===== src/hdl/line_segment_point_sampler_unit_assert.svh =====
// Assertion macros for the line segment point sampler
`ifndef LINE_SEGMENT_POINT_SAMPLER_UNIT_ASSERT_SVH
`define LINE_SEGMENT_POINT_SAMPLER_UNIT_ASSERT_SVH

// Same-cycle implication, checked out of reset
`define LSPS_ASSERT_IMP(lbl, clk, rst_n, ante, cons, msg) \
    lbl: assert property (@(posedge clk) disable iff (!rst_n) (ante) |-> (cons)) \
        else $error(msg);

// Next-cycle implication, checked out of reset
`define LSPS_ASSERT_NXT(lbl, clk, rst_n, ante, cons, msg) \
    lbl: assert property (@(posedge clk) disable iff (!rst_n) (ante) |=> (cons)) \
        else $error(msg);

`endif


===== src/hdl/lsps_pkg.sv =====
// Shared types and constants of the line segment point sampler
`default_nettype none

package lsps_pkg;

    localparam int COORD_W   = 32;
    localparam int RES_W     = 31;
    localparam int IDX_W     = 6;
    localparam int MUL_W     = 32;
    localparam int PROD_W    = 2 * MUL_W;
    localparam int D2_W      = PROD_W + 1;
    localparam int SQ_W      = 2 * (RES_W + IDX_W);
    localparam int REM_W     = IDX_W + 1;
    localparam int DIV_ITERS = COORD_W;
    localparam int DIV_CNT_W = $clog2(DIV_ITERS);

    typedef logic signed [COORD_W-1:0] t_coord;
    typedef logic [COORD_W-1:0]        t_mag;
    typedef logic [RES_W-1:0]          t_res;
    typedef logic [IDX_W-1:0]          t_index;
    typedef logic [REM_W-1:0]          t_rem;

    typedef enum logic [2:0] {
        F_IDLE,
        F_MULX,
        F_MULY,
        F_MULR,
        F_INIT,
        F_SEARCH,
        F_PUSH
    } t_front_state;

    typedef enum logic [1:0] {
        B_IDLE,
        B_DIV,
        B_EMIT
    } t_back_state;

    typedef struct packed {
        t_coord start_x;
        t_coord start_y;
        t_coord goal_x;
        t_coord goal_y;
        t_mag   mag_x;
        t_mag   mag_y;
        logic   neg_x;
        logic   neg_y;
        t_index steps;
        logic   clamped;
    } t_job;

endpackage

`default_nettype wire


===== src/hdl/lsps_if.sv =====
// Request channels of the line segment point sampler
`default_nettype none

interface lsps_in_if;
    logic                 valid;
    logic                 ready;
    lsps_pkg::t_coord     start_x;
    lsps_pkg::t_coord     start_y;
    lsps_pkg::t_coord     goal_x;
    lsps_pkg::t_coord     goal_y;

    modport source (output valid, start_x, start_y, goal_x, goal_y, input ready);
    modport sink   (input valid, start_x, start_y, goal_x, goal_y, output ready);
endinterface

interface lsps_out_if;
    logic                 valid;
    logic                 ready;
    lsps_pkg::t_coord     point_x;
    lsps_pkg::t_coord     point_y;
    lsps_pkg::t_index     point_index;
    logic                 step_clamped;
    logic                 run_last;

    modport source (output valid, point_x, point_y, point_index, step_clamped, run_last,
                    input ready);
    modport sink   (input valid, point_x, point_y, point_index, step_clamped, run_last,
                    output ready);
endinterface

interface lsps_cfg_if;
    logic                 valid;
    logic                 ready;
    lsps_pkg::t_res       grid_resolution;

    modport source (output valid, grid_resolution, input ready);
    modport sink   (input valid, grid_resolution, output ready);
endinterface

`default_nettype wire


===== src/hdl/line_segment_point_sampler_unit.sv =====
// Top level of the line segment point sampler
//
// Usage: a request on i_seg carries a start and a goal point (signed fixed point).
// Each request yields a run of points on o_pt: the start point (index 0), evenly
// spaced points along the segment, and the goal point flagged run_last. A run
// holds steps + 1 points, steps = ceil(distance / grid_resolution), at least 1
// and at most MAX_STEPS; step_clamped marks every point of a saturated run.
// i_cfg writes grid_resolution; it is always ready. The user is to write it only while
// idle; the block itself does not enforce this. Front end: squares dx, dy and
// grid_resolution, then searches step counts 1 to MAX_STEPS on the squared-length
// compare; the front end then hands the job to a two-entry queue.
// Back end: shift-subtract division, then one point per cycle while o_pt is ready.
// The front end can take the next request while the back end still works on the
// previous one, as long as the queue has room.
// Reset clears all control state; grid_resolution returns to 0.05 m.
// When o_pt stalls the output register holds its point, the back end waits,
// and the queue and front end keep working until the queue fills.
`default_nettype none

module line_segment_point_sampler_unit #(
    parameter int MAX_STEPS       = 63,
    parameter int COORD_FRAC_BITS = 16
) (
    input  wire            i_clk,
    input  wire            i_rst_n,
    lsps_in_if.sink        i_seg,
    lsps_out_if.source     o_pt,
    lsps_cfg_if.sink       i_cfg
);

`include "line_segment_point_sampler_unit_assert.svh"

    localparam lsps_pkg::t_res ResReset =
        lsps_pkg::t_res'(((64'd5 << COORD_FRAC_BITS) + 64'd50) / 64'd100);

    lsps_pkg::t_res r_grid_res;
    lsps_pkg::t_job w_front_job, w_back_job;
    logic           w_front_valid, w_front_ready;
    logic           w_back_valid, w_back_ready;

    assign i_cfg.ready = 1'b1;

    always_ff @(posedge i_clk) begin
        if (!i_rst_n) begin
            r_grid_res <= ResReset;
        end else if (i_cfg.valid) begin
            r_grid_res <= i_cfg.grid_resolution;
        end
    end

    lsps_front #(
        .MAX_STEPS (MAX_STEPS)
    ) u_front (
        .i_clk       (i_clk),
        .i_rst_n     (i_rst_n),
        .i_seg       (i_seg),
        .i_grid_res  (r_grid_res),
        .o_job       (w_front_job),
        .o_job_valid (w_front_valid),
        .i_job_ready (w_front_ready)
    );

    lsps_fifo u_fifo (
        .i_clk      (i_clk),
        .i_rst_n    (i_rst_n),
        .i_wr_valid (w_front_valid),
        .o_wr_ready (w_front_ready),
        .i_wr_data  (w_front_job),
        .o_rd_valid (w_back_valid),
        .i_rd_ready (w_back_ready),
        .o_rd_data  (w_back_job)
    );

    lsps_back u_back (
        .i_clk       (i_clk),
        .i_rst_n     (i_rst_n),
        .i_job       (w_back_job),
        .i_job_valid (w_back_valid),
        .o_job_ready (w_back_ready),
        .o_pt        (o_pt)
    );

    `LSPS_ASSERT_IMP(a_index_range, i_clk, i_rst_n, o_pt.valid,
        o_pt.point_index <= lsps_pkg::t_index'(MAX_STEPS), "point index beyond step limit")
    `LSPS_ASSERT_IMP(a_clamp_len, i_clk, i_rst_n, o_pt.valid && o_pt.run_last && o_pt.step_clamped,
        o_pt.point_index == lsps_pkg::t_index'(MAX_STEPS), "clamped run has wrong length")
    `LSPS_ASSERT_NXT(a_run_restart, i_clk, i_rst_n, o_pt.valid && o_pt.ready && o_pt.run_last,
        !o_pt.valid || (o_pt.point_index == '0), "new run does not start at index zero")
    `LSPS_ASSERT_NXT(a_run_advance, i_clk, i_rst_n, o_pt.valid && o_pt.ready && !o_pt.run_last,
        !o_pt.valid || (o_pt.point_index == $past(o_pt.point_index) + 1'b1), "index skipped")

endmodule

`default_nettype wire


===== src/hdl/lsps_front.sv =====
// Front end: accepts segments and finds the step count by an incremental square search
`default_nettype none

module lsps_front #(
    parameter int MAX_STEPS = 63
) (
    input  wire                  i_clk,
    input  wire                  i_rst_n,
    lsps_in_if.sink              i_seg,
    input  lsps_pkg::t_res       i_grid_res,
    output lsps_pkg::t_job       o_job,
    output logic                 o_job_valid,
    input  wire                  i_job_ready
);

    lsps_pkg::t_front_state r_state, n_state;

    lsps_pkg::t_coord r_sx, r_sy, r_gx, r_gy;
    lsps_pkg::t_mag   r_mag_x, r_mag_y;
    logic             r_neg_x, r_neg_y;
    logic [lsps_pkg::PROD_W-1:0] r_prod;
    logic [lsps_pkg::D2_W-1:0]   r_d2;
    logic [lsps_pkg::PROD_W-1:0] r_r2;
    logic [lsps_pkg::SQ_W-1:0]   r_sq, r_inc;
    lsps_pkg::t_index r_n, r_steps;
    logic             r_clamped;

    logic signed [lsps_pkg::COORD_W:0] w_dx, w_dy;
    logic [lsps_pkg::MUL_W-1:0]        w_mul_a;
    logic [lsps_pkg::PROD_W-1:0]       w_prod;
    logic                              w_hit;
    logic                              w_at_max;

    assign w_dx = (lsps_pkg::COORD_W+1)'(i_seg.goal_x) - (lsps_pkg::COORD_W+1)'(i_seg.start_x);
    assign w_dy = (lsps_pkg::COORD_W+1)'(i_seg.goal_y) - (lsps_pkg::COORD_W+1)'(i_seg.start_y);

    always_comb begin
        case (r_state)
            lsps_pkg::F_MULX: w_mul_a = r_mag_x;
            lsps_pkg::F_MULY: w_mul_a = r_mag_y;
            default:          w_mul_a = lsps_pkg::MUL_W'(i_grid_res);
        endcase
    end

    assign w_prod   = lsps_pkg::PROD_W'(w_mul_a) * lsps_pkg::PROD_W'(w_mul_a);
    assign w_hit    = r_sq >= lsps_pkg::SQ_W'(r_d2);
    assign w_at_max = r_n == lsps_pkg::t_index'(MAX_STEPS);

    always_comb begin
        n_state = r_state;
        unique case (r_state)
            lsps_pkg::F_IDLE: begin
                if (i_seg.valid) begin
                    n_state = lsps_pkg::F_MULX;
                end
            end
            lsps_pkg::F_MULX:   n_state = lsps_pkg::F_MULY;
            lsps_pkg::F_MULY:   n_state = lsps_pkg::F_MULR;
            lsps_pkg::F_MULR:   n_state = lsps_pkg::F_INIT;
            lsps_pkg::F_INIT:   n_state = lsps_pkg::F_SEARCH;
            lsps_pkg::F_SEARCH: begin
                if (w_hit || w_at_max) begin
                    n_state = lsps_pkg::F_PUSH;
                end
            end
            lsps_pkg::F_PUSH: begin
                if (i_job_ready) begin
                    n_state = lsps_pkg::F_IDLE;
                end
            end
            default: n_state = lsps_pkg::F_IDLE;
        endcase
    end

    always_comb begin
        i_seg.ready = r_state == lsps_pkg::F_IDLE;
        o_job_valid = r_state == lsps_pkg::F_PUSH;
    end

    always_ff @(posedge i_clk) begin
        if (!i_rst_n) begin
            r_state <= lsps_pkg::F_IDLE;
        end else begin
            r_state <= n_state;
        end
    end

    always_ff @(posedge i_clk) begin
        case (r_state)
            lsps_pkg::F_IDLE: begin
                r_sx    <= i_seg.start_x;
                r_sy    <= i_seg.start_y;
                r_gx    <= i_seg.goal_x;
                r_gy    <= i_seg.goal_y;
                r_neg_x <= w_dx[lsps_pkg::COORD_W];
                r_neg_y <= w_dy[lsps_pkg::COORD_W];
                r_mag_x <= w_dx[lsps_pkg::COORD_W] ? lsps_pkg::t_mag'(-w_dx)
                                                   : lsps_pkg::t_mag'(w_dx);
                r_mag_y <= w_dy[lsps_pkg::COORD_W] ? lsps_pkg::t_mag'(-w_dy)
                                                   : lsps_pkg::t_mag'(w_dy);
            end
            lsps_pkg::F_MULX: begin
                r_prod <= w_prod;
            end
            lsps_pkg::F_MULY: begin
                r_prod <= w_prod;
                r_d2   <= lsps_pkg::D2_W'(r_prod);
            end
            lsps_pkg::F_MULR: begin
                r_prod <= w_prod;
                r_d2   <= r_d2 + lsps_pkg::D2_W'(r_prod);
            end
            lsps_pkg::F_INIT: begin
                r_r2  <= r_prod;
                r_sq  <= lsps_pkg::SQ_W'(r_prod);
                r_inc <= lsps_pkg::SQ_W'(r_prod) + (lsps_pkg::SQ_W'(r_prod) << 1);
                r_n   <= lsps_pkg::t_index'(1);
            end
            lsps_pkg::F_SEARCH: begin
                if (w_hit) begin
                    r_steps   <= r_n;
                    r_clamped <= 1'b0;
                end else if (w_at_max) begin
                    r_steps   <= lsps_pkg::t_index'(MAX_STEPS);
                    r_clamped <= 1'b1;
                end else begin
                    r_sq  <= r_sq + r_inc;
                    r_inc <= r_inc + (lsps_pkg::SQ_W'(r_r2) << 1);
                    r_n   <= r_n + lsps_pkg::t_index'(1);
                end
            end
            default: begin
                r_prod <= r_prod;
            end
        endcase
    end

    always_comb begin
        o_job.start_x = r_sx;
        o_job.start_y = r_sy;
        o_job.goal_x  = r_gx;
        o_job.goal_y  = r_gy;
        o_job.mag_x   = r_mag_x;
        o_job.mag_y   = r_mag_y;
        o_job.neg_x   = r_neg_x;
        o_job.neg_y   = r_neg_y;
        o_job.steps   = r_steps;
        o_job.clamped = r_clamped;
    end

endmodule

`default_nettype wire


===== src/hdl/lsps_fifo.sv =====
// Two-entry job queue between front end and back end
`default_nettype none

module lsps_fifo (
    input  wire                  i_clk,
    input  wire                  i_rst_n,
    input  wire                  i_wr_valid,
    output logic                 o_wr_ready,
    input  lsps_pkg::t_job       i_wr_data,
    output logic                 o_rd_valid,
    input  wire                  i_rd_ready,
    output lsps_pkg::t_job       o_rd_data
);

    localparam int Depth = 2;
    localparam int PtrW  = $clog2(Depth);

    lsps_pkg::t_job     r_mem [Depth];
    logic [PtrW-1:0]    r_wptr, r_rptr;
    logic [PtrW:0]      r_count;
    logic               w_push, w_pop;

    assign o_wr_ready = r_count != (PtrW+1)'(Depth);
    assign o_rd_valid = r_count != '0;
    assign o_rd_data  = r_mem[r_rptr];
    assign w_push     = i_wr_valid && o_wr_ready;
    assign w_pop      = o_rd_valid && i_rd_ready;

    always_ff @(posedge i_clk) begin
        if (!i_rst_n) begin
            r_wptr  <= '0;
            r_rptr  <= '0;
            r_count <= '0;
        end else begin
            if (w_push) begin
                r_wptr <= r_wptr + PtrW'(1);
            end
            if (w_pop) begin
                r_rptr <= r_rptr + PtrW'(1);
            end
            case ({w_push, w_pop})
                2'b10:   r_count <= r_count + (PtrW+1)'(1);
                2'b01:   r_count <= r_count - (PtrW+1)'(1);
                default: r_count <= r_count;
            endcase
        end
    end

    always_ff @(posedge i_clk) begin
        if (w_push) begin
            r_mem[r_wptr] <= i_wr_data;
        end
    end

endmodule

`default_nettype wire


===== src/hdl/lsps_back.sv =====
// Back end: divides the segment into steps and emits the points through an output register
`default_nettype none

module lsps_back (
    input  wire                  i_clk,
    input  wire                  i_rst_n,
    input  lsps_pkg::t_job       i_job,
    input  wire                  i_job_valid,
    output logic                 o_job_ready,
    lsps_out_if.source           o_pt
);

    localparam int StepW = lsps_pkg::REM_W + lsps_pkg::COORD_W;

    lsps_pkg::t_back_state r_state, n_state;

    lsps_pkg::t_job   r_job;
    logic [lsps_pkg::DIV_CNT_W-1:0] r_cnt;
    lsps_pkg::t_mag   r_quo_x, r_quo_y;
    lsps_pkg::t_rem   r_rem_x, r_rem_y;
    lsps_pkg::t_mag   r_acc_x, r_acc_y;
    lsps_pkg::t_rem   r_frac_x, r_frac_y;
    lsps_pkg::t_index r_j;

    logic             r_ov;
    lsps_pkg::t_coord r_px, r_py;
    lsps_pkg::t_index r_pidx;
    logic             r_pcl, r_plast;

    logic [StepW-1:0] w_div_x, w_div_y, w_acc_nx, w_acc_ny;
    lsps_pkg::t_mag   w_off_x, w_off_y;
    logic             w_div_done, w_last, w_load;

    function automatic logic [StepW-1:0] f_div_step(
        input lsps_pkg::t_rem   rem,
        input lsps_pkg::t_mag   quo,
        input lsps_pkg::t_index d
    );
        lsps_pkg::t_rem trial;
        logic           ge;
        trial = {rem[lsps_pkg::REM_W-2:0], quo[lsps_pkg::COORD_W-1]};
        ge    = trial >= lsps_pkg::t_rem'(d);
        return {ge ? trial - lsps_pkg::t_rem'(d) : trial, quo[lsps_pkg::COORD_W-2:0], ge};
    endfunction

    function automatic logic [StepW-1:0] f_acc_step(
        input lsps_pkg::t_mag   acc,
        input lsps_pkg::t_rem   frac,
        input lsps_pkg::t_mag   q,
        input lsps_pkg::t_rem   r,
        input lsps_pkg::t_index d
    );
        lsps_pkg::t_rem sum;
        logic           wrap;
        sum  = frac + r;
        wrap = sum >= lsps_pkg::t_rem'(d);
        return {wrap ? sum - lsps_pkg::t_rem'(d) : sum,
                acc + q + lsps_pkg::t_mag'(wrap)};
    endfunction

    assign w_div_x  = f_div_step(r_rem_x, r_quo_x, r_job.steps);
    assign w_div_y  = f_div_step(r_rem_y, r_quo_y, r_job.steps);
    assign w_acc_nx = f_acc_step(r_acc_x, r_frac_x, r_quo_x, r_rem_x, r_job.steps);
    assign w_acc_ny = f_acc_step(r_acc_y, r_frac_y, r_quo_y, r_rem_y, r_job.steps);
    assign w_off_x  = r_job.neg_x ? (~r_acc_x + lsps_pkg::t_mag'(1)) : r_acc_x;
    assign w_off_y  = r_job.neg_y ? (~r_acc_y + lsps_pkg::t_mag'(1)) : r_acc_y;

    assign w_div_done = r_cnt == lsps_pkg::DIV_CNT_W'(lsps_pkg::DIV_ITERS - 1);
    assign w_last     = r_j == r_job.steps;

    always_comb begin
        n_state = r_state;
        unique case (r_state)
            lsps_pkg::B_IDLE: begin
                if (i_job_valid) begin
                    n_state = lsps_pkg::B_DIV;
                end
            end
            lsps_pkg::B_DIV: begin
                if (w_div_done) begin
                    n_state = lsps_pkg::B_EMIT;
                end
            end
            lsps_pkg::B_EMIT: begin
                if (w_load && w_last) begin
                    n_state = lsps_pkg::B_IDLE;
                end
            end
            default: n_state = lsps_pkg::B_IDLE;
        endcase
    end

    always_comb begin
        o_job_ready = r_state == lsps_pkg::B_IDLE;
        w_load      = (r_state == lsps_pkg::B_EMIT) && (!r_ov || o_pt.ready);
    end

    always_ff @(posedge i_clk) begin
        if (!i_rst_n) begin
            r_state <= lsps_pkg::B_IDLE;
            r_ov    <= 1'b0;
        end else begin
            r_state <= n_state;
            if (w_load) begin
                r_ov <= 1'b1;
            end else if (o_pt.ready) begin
                r_ov <= 1'b0;
            end
        end
    end

    always_ff @(posedge i_clk) begin
        case (r_state)
            lsps_pkg::B_IDLE: begin
                r_job   <= i_job;
                r_quo_x <= i_job.mag_x;
                r_quo_y <= i_job.mag_y;
                r_rem_x <= '0;
                r_rem_y <= '0;
                r_cnt   <= '0;
            end
            lsps_pkg::B_DIV: begin
                {r_rem_x, r_quo_x} <= w_div_x;
                {r_rem_y, r_quo_y} <= w_div_y;
                r_cnt    <= r_cnt + lsps_pkg::DIV_CNT_W'(1);
                r_acc_x  <= '0;
                r_acc_y  <= '0;
                r_frac_x <= '0;
                r_frac_y <= '0;
                r_j      <= '0;
            end
            default: begin
                if (w_load) begin
                    {r_frac_x, r_acc_x} <= w_acc_nx;
                    {r_frac_y, r_acc_y} <= w_acc_ny;
                    r_j <= r_j + lsps_pkg::t_index'(1);
                end
            end
        endcase
    end

    always_ff @(posedge i_clk) begin
        if (w_load) begin
            r_px    <= w_last ? r_job.goal_x : lsps_pkg::t_coord'(r_job.start_x + w_off_x);
            r_py    <= w_last ? r_job.goal_y : lsps_pkg::t_coord'(r_job.start_y + w_off_y);
            r_pidx  <= r_j;
            r_pcl   <= r_job.clamped;
            r_plast <= w_last;
        end
    end

    assign o_pt.valid        = r_ov;
    assign o_pt.point_x      = r_px;
    assign o_pt.point_y      = r_py;
    assign o_pt.point_index  = r_pidx;
    assign o_pt.step_clamped = r_pcl;
    assign o_pt.run_last     = r_plast;

endmodule

`default_nettype wire


===== src/flat_wrapper.sv =====
// flat-port wrapper written by rule: the top's interface ports become plain ports
module line_segment_point_sampler_unit_flat 
#(
    parameter int MAX_STEPS       = 63,
    parameter int COORD_FRAC_BITS = 16
)
  (i_clk, i_rst_n, i_seg_valid, i_seg_start_x, i_seg_start_y, i_seg_goal_x, i_seg_goal_y, i_seg_ready, o_pt_valid, o_pt_point_x, o_pt_point_y, o_pt_point_index, o_pt_step_clamped, o_pt_run_last, o_pt_ready, i_cfg_valid, i_cfg_grid_resolution, i_cfg_ready);
  lsps_in_if i_seg_i ();
  lsps_out_if o_pt_i ();
  lsps_cfg_if i_cfg_i ();
  input  wire i_clk;
  input  wire i_rst_n;
  input wire logic [$bits(i_seg_i.valid)-1:0] i_seg_valid;
  input wire logic [$bits(i_seg_i.start_x)-1:0] i_seg_start_x;
  input wire logic [$bits(i_seg_i.start_y)-1:0] i_seg_start_y;
  input wire logic [$bits(i_seg_i.goal_x)-1:0] i_seg_goal_x;
  input wire logic [$bits(i_seg_i.goal_y)-1:0] i_seg_goal_y;
  output wire logic [$bits(i_seg_i.ready)-1:0] i_seg_ready;
  output wire logic [$bits(o_pt_i.valid)-1:0] o_pt_valid;
  output wire logic [$bits(o_pt_i.point_x)-1:0] o_pt_point_x;
  output wire logic [$bits(o_pt_i.point_y)-1:0] o_pt_point_y;
  output wire logic [$bits(o_pt_i.point_index)-1:0] o_pt_point_index;
  output wire logic [$bits(o_pt_i.step_clamped)-1:0] o_pt_step_clamped;
  output wire logic [$bits(o_pt_i.run_last)-1:0] o_pt_run_last;
  input wire logic [$bits(o_pt_i.ready)-1:0] o_pt_ready;
  input wire logic [$bits(i_cfg_i.valid)-1:0] i_cfg_valid;
  input wire logic [$bits(i_cfg_i.grid_resolution)-1:0] i_cfg_grid_resolution;
  output wire logic [$bits(i_cfg_i.ready)-1:0] i_cfg_ready;
  assign i_seg_i.valid = i_seg_valid;
  assign i_seg_i.start_x = i_seg_start_x;
  assign i_seg_i.start_y = i_seg_start_y;
  assign i_seg_i.goal_x = i_seg_goal_x;
  assign i_seg_i.goal_y = i_seg_goal_y;
  assign i_seg_ready = i_seg_i.ready;
  assign o_pt_valid = o_pt_i.valid;
  assign o_pt_point_x = o_pt_i.point_x;
  assign o_pt_point_y = o_pt_i.point_y;
  assign o_pt_point_index = o_pt_i.point_index;
  assign o_pt_step_clamped = o_pt_i.step_clamped;
  assign o_pt_run_last = o_pt_i.run_last;
  assign o_pt_i.ready = o_pt_ready;
  assign i_cfg_i.valid = i_cfg_valid;
  assign i_cfg_i.grid_resolution = i_cfg_grid_resolution;
  assign i_cfg_ready = i_cfg_i.ready;
  line_segment_point_sampler_unit #(.MAX_STEPS(MAX_STEPS), .COORD_FRAC_BITS(COORD_FRAC_BITS)) u_core (.i_clk(i_clk), .i_rst_n(i_rst_n), .i_seg(i_seg_i), .o_pt(o_pt_i), .i_cfg(i_cfg_i));
endmodule

===== config.mk =====
export PLATFORM = sky130hd
export DESIGN_NAME = line_segment_point_sampler_unit_flat
export DESIGN_NICKNAME = d
export VERILOG_FILES = /design/src/hdl/lsps_pkg.sv /design/src/hdl/lsps_if.sv /design/src/hdl/line_segment_point_sampler_unit.sv /design/src/hdl/lsps_front.sv /design/src/hdl/lsps_fifo.sv /design/src/hdl/lsps_back.sv /design/src/flat_wrapper.sv
export VERILOG_INCLUDE_DIRS = /design/src /design/src/hdl
export SDC_FILE = /design/constraint.sdc
export NUM_CORES = 2
export LEC_CHECK = 0
export BUFFER_PORTS_ARGS = -buffer_cell sky130_fd_sc_hd__buf_4
export CORE_ASPECT_RATIO = 1.1
export CORE_MARGIN = 1.5
export CORE_UTILIZATION = 25
export CTS_CLUSTER_SIZE = 16
export DETAILED_ROUTE_END_ITERATION = 12
export PLACE_DENSITY_LB_ADDON = 0.1
export SETUP_SLACK_MARGIN = 0.1
export SLEW_MARGIN = 0
export SYNTH_ARGS = -nofsm -noshare
export SYNTH_HDL_FRONTEND = slang
export SYNTH_SLANG_ARGS = --single-unit

===== constraint.sdc =====
create_clock -name i_clk -period 24.4 [get_ports i_clk]
set_clock_uncertainty 0.05 [all_clocks]
set_input_delay 3.66 -clock i_clk [delete_from_list [all_inputs] [get_ports i_clk]]
set_output_delay 3.66 -clock i_clk [all_outputs]
set_load 0.005 [all_outputs]

Yosys cells after proc, flatten, opt, wreduce, memory -nomap -nowiden --
Memories as Yosys holds them, arrays and structs flattened. A register that Yosys moved wholly into a read port is not among the register bits. Index checks and enable logic that the tools add are counted.
Operators by class: add/subtract/negate cells 29, $mul 1, $lt $le $gt $ge 5, eq/ne operators 22, mux-type cells 54, bitwise logic cells 3, reductions and logical operators 23
Operators with widths (count):
- one-hot mux 32 bit (2 select lines) | 5
- 2-to-1 mux 74 bit | 4
- one-hot mux 74 bit (2 select lines) | 2
- 2-to-1 mux 32 bit | 8
- one-hot mux 65 bit (2 select lines) | 1
- adder 32 bit | 4
- adder 74 x 65 -> 74 bit | 1
- adder 74 bit | 1
- >= comparator 74 x 65 -> 1 bit | 1
- adder 64 x 65 -> 66 bit | 1
- subtractor 32 x 32 -> 33 bit | 2
- adder 65 x 64 -> 65 bit | 1
- adder 32 x 1 -> 32 bit | 2
- adder 32 x 1 -> 32 bit, second input constant | 2
- multiplier 32 x 32 -> 64 bit | 1
- negator 32 bit | 2
- NOT 32 bit | 2
- one-hot mux 7 bit (2 select lines) | 4
- 2-to-1 mux 7 bit | 6
- 2-to-1 mux 6 bit | 5
- >= comparator 7 x 6 -> 1 bit | 4
- subtractor 7 x 6 -> 7 bit | 4
- one-hot mux 6 bit (2 select lines) | 2
- one-hot mux 3 bit (7 select lines) | 1
- 32 further kinds | 71
Storage, ports and cells: register bits 965, memory bits (writable) 402, input bits 164, memories 1
Memories:
- u_core.u_fifo.r_mem | words 2, width 201, rd ports 1, clocked after memory_dff 1, wr ports 1, RTL line lsps_fifo.sv:18 | lsps_pkg::t_job r_mem [Depth];

Logic depth before layout (Yosys ltp) --
word-level depth 6, depth in mapped cells 39, gate-level depth less buffers 35

Modules after synthesis --
A second synthesis with hierarchy kept.
Unflattened totals: cell total of the unflattened synthesis 10307, area, all modules 107558.2 um^2
Modules (own cells, without submodules):
- lsps_front | times used 1, cells an instance 7507, area an instance 69585.5 um^2
- lsps_back | times used 1, cells an instance 2049, area an instance 22043.6 um^2
- lsps_fifo | times used 1, cells an instance 649, area an instance 14727.9 um^2
- line_segment_point_sampler_unit | times used 1, cells an instance 102, area an instance 1201.2 um^2

Least setup slack after synthesis --
Ideal clock, no wire load.
path kind flip-flop to output port, start register u_core.u_front.r_state[1], end output port i_seg_ready, arrival 14.388 ns, data required time 20.690 ns, path slack 6.302 ns, stages on the path, launching flop included 6, buffers on the path 4, cells stage by stage dfxtp_1 -> clkbuf_1 -> clkbuf_1 -> buf_1 -> buf_1 -> nor3_1
On the way: cells in the longest elaborated chain, start to end 1
RTL lines:
- start: declaration | RTL line lsps_front.sv:16 | lsps_pkg::t_front_state r_state, n_state;
- start signal: assignment | RTL line lsps_front.sv:82 | r_state <= lsps_pkg::F_IDLE;
- start signal: assignment | RTL line lsps_front.sv:84 | r_state <= n_state;
- logical NOT 3 bit | RTL line lsps_front.sv:76 | i_seg.ready = r_state == lsps_pkg::F_IDLE;
- end: declaration | RTL line flat_wrapper.sv:18 | output wire logic [$bits(i_seg_i.ready)-1:0] i_seg_ready;
No other way between the ends.

Final worst setup path --
start register u_core.u_front.r_state[2], end register u_core.u_front.r_prod[63] (netlist name) (data pin)
On the way: cells in the longest elaborated chain, start to end 3
RTL lines:
- equality test 3 x 2 -> 1 bit or equality test 3 x 1 -> 1 bit (tied branches) | RTL line lsps_front.sv:38 | case (r_state)
- one-hot mux 32 bit (2 select lines) (*) | RTL line lsps_front.sv:38
- multiplier 32 x 32 -> 64 bit (*) | RTL line lsps_front.sv:45 | assign w_prod = lsps_pkg::PROD_W'(w_mul_a) * lsps_pkg::PROD_W'(w_mul_a);
- via u_core.u_front.w_prod, one bit | RTL line lsps_front.sv:30 | logic [lsps_pkg::PROD_W-1:0] w_prod;
- end signal: assignment | RTL line lsps_front.sv:103 | r_prod <= w_prod;
- end signal: assignment | RTL line lsps_front.sv:106 | r_prod <= w_prod;
- end signal: assignment | RTL line lsps_front.sv:110 | r_prod <= w_prod;
- end: declaration | RTL line lsps_front.sv:21 | logic [lsps_pkg::PROD_W-1:0] r_prod;
Mark *: on every way through the listed nets, which the timed path passes. The rest lies on a longest branch. A chain may end at the register's enable or synchronous reset.

==> results.cfg <==
[status]
status = completed

[clocking]
htree_levels = 4
cts_buffer_depth = 4
cts_setup_buffers = 0
cts_tree = built
clock-root-buffer = clkbuf_16
clkSinkCount = 1366
ctsHoldBuffers = 0
clkTransAtPathRegs_ns = 0.06
numCtsBuffers = 177
worstSkewPairLatency_ns = 0.89
cts-resized-gates = 0

[worst_setup_path]
critical_path.max_fanout = 58
critical_path.startpoint_type = flip-flop
crit_type = reg2reg
cp-startpoint = u_core.u_front.r_state[2]$_SDFFE_PN0P_
worst-path-buf-inv = 12
reg2reg_to = u_core.u_front.r_prod[63]$_DFFE_PP_
cp_top_family = adder cells
r2r-start = u_core.u_front.r_state[2]$_SDFFE_PN0P_
r2r_slack_ns = 12.99
cp.required_ns = 24.93
worstPathArrival_ns = 11.94
r2r_cells = 35
cpMaxStageDelayCell = o31ai_1
critPathMaxStageDelay_ns = 0.60
path_common_cell = fa_1
endpoint_kind = flip-flop

[logic_synthesis]
synth_top_area_share_pct = 37.4
async_flop_share_pct = 0
yosysTopAreaCell = edfxtp_1
synth.cell_area_um2 = 106000
synthCells = 10115
seq_area_frac_synth_pct = 38.2
yosysWarningCount = 0
syn-num-nets = 11937
ys_ff_latch = 1366
ys_top_cells_by_area = edfxtp_1 (37%), fa_1 (15%), ha_1 (10%)
synth_most_common_cell = edfxtp_1
synth_enable_flop_cells = 1324
netlist_top_cells_count = edfxtp_1 (1,324), inv_1 (1,254), ha_1 (850)
yosys.cell_types.count = 96
syn_avg_cell_area_um2 = 10.5
synth_top_flop_cell = edfxtp_1

[timing]
finalMaxSlewViolations = 0
finalSetupViolations = 0
setup_tns_ns = 0
finalCriticalPeriod_ns = 11.41
timing.final.hold_violations = 0
relSlewSlack_pct = 29.1
fin_crit_sh_pct = 46.8
clock.fmax_mhz = 87.6
rsz0062_at_grt = no
worst_pin_slew_ns = 1.05

[finish]
drive_gt1_share_pct = 8.49
nNetsFinal = 12139
area_growth_syn_to_layout_pct = 13.6

[grt]
grt_pass1_vias = 78358
grt_first_pass_wirelength_um = 515000
grt-ovfl-total = 0
grt_max_degree = 113
grt_usage_pct = 15.9
antenna_found_initial = 33

[floorplan]
core_um2 = 424000
dieArea_um2 = 429000
core.rowCount = 251
die_height_um = 687
dieWidth_um = 625
num_io_pins = 239
start_util_pct = 25.1

[placement]
port_buffers = 237
routabilityCongestion = 0.863
dp_hpwl_um = 268000

[worst_hold_path]
min_path_type = reg2reg
min_from = u_core.u_front.r_gx[19]$_DFFE_PP_
hold_end = u_core.u_fifo.r_mem[1][124]$_DFFE_PP_
hold_depth = 0

[routing]
drt_iter0_drc = 4255
firstDrtPassIters = 6
vias = 74210
drc = 0
antenna_left = 0
wire_per_inst_um = 21.5
vias_per_cell = 4.63
wl_um = 345000

[run]
drv_cap = 0
[layout make-up]
| cell class | count | area (um2) |
|---|---|---|
| Antenna cell | 11 | 27.5 |
| Inverter | 1266 | 4760 |
| Timing Repair Buffer | 367 | 2780 |
| Sequential cell | 1366 | 40600 |
| Fill cell | 44039 | 303000 |
| Tap cell | 5566 | 6960 |
| Clock buffer | 215 | 4670 |
| Multi-Input combinational cell | 7139 | 59800 |
| Clock inverter | 107 | 1160 |
[cell families after synthesis]
logic type / count (synthesis) / synth area share, %
simple gates: 2360 / 9.89
compound gates: 2198 / 12.9
fa+ha+maj: 1658 / 25.2
buf+inv: 1610 / 5.70
flops: 1366 / 38.2
xor+xnor: 668 / 5.52
mux: 253 / 2.55
other cells: 2 / 0.00706
[state kept, by name, indices dropped and copies added, names as in the netlist, 63 cells and up, named ones only]
| name | cells |
|---|---|
| u_core.u_front.r_inc | 74 |
| u_core.u_front.r_sq | 74 |
| u_core.u_fifo.r_mem | 402 |
| u_core.u_front.r_r2 | 63 |
| u_core.u_front.r_d2 | 65 |
| u_core.u_front.r_prod | 63 |
| u_core.u_back.r_job | 137 |
[how the worst max path moves through the flow]
stage	cells after the start	to	slack, ns
floorplan	5	i_seg_ready	6.30
global placement	35	u_core.u_front.r_prod[63]$_DFFE_PP_	12.91
detailed placement	35	u_core.u_front.r_prod[63]$_DFFE_PP_	13.14
CTS	35	u_core.u_front.r_prod[63]$_DFFE_PP_	13.03
global route	35	u_core.u_front.r_prod[63]$_DFFE_PP_	12.34
finish	35	u_core.u_front.r_prod[63]$_DFFE_PP_	12.99
[through the flow]
step | utilization, % | hold WS (ns) | instances | worst slack, ns | instance area, um2
after global placement | 27.1 | 0.372 | 15704 | 12.91 | 115000
after global routing | 28.5 | 0.354 | 16034 | 12.34 | 121000
final | 28.5 | 0.357 | 16037 | 12.99 | 121000
after detailed placement | 27.1 | 0.379 | 15704 | 13.14 | 115000
after floorplan | - | 0.350 | 10115 | 6.30 | 106000
after CTS | 28.5 | 0.337 | 16026 | 13.03 | 121000
[layout by cell type (no fill, tap or decap), drive strengths merged, types with 75 or more instances in the layout]
| cell type | n |
|---|---|
| xor2 | 270 |
| edfxtp | 1324 |
| a21oi | 666 |
| clkbuf | 215 |
| nor3 | 78 |
| nand2b | 75 |
| clkinv | 80 |
| nor2 | 825 |
| o21bai | 78 |
| buf | 367 |
| fa | 808 |
| nor2b | 115 |
| nand3 | 107 |
| xnor2 | 398 |
| inv | 1261 |
| nand4 | 86 |
| mux2i | 110 |
| mux2 | 143 |
| nand2 | 831 |
| o21ai | 525 |
| a21o | 421 |
| ha | 850 |
[layer usage]
layer,up-vias,track usage (%),wire [um]
li1,35404,-,-
met1,37095,20.5,152000
met2,1322,28.4,172000
met3,381,1.53,11100
met4,8,4.37,9950
met5,-,0,51
Power is not shown: default switching activity piles up to over one toggle a cycle in this logic, so the estimate is an artifact.
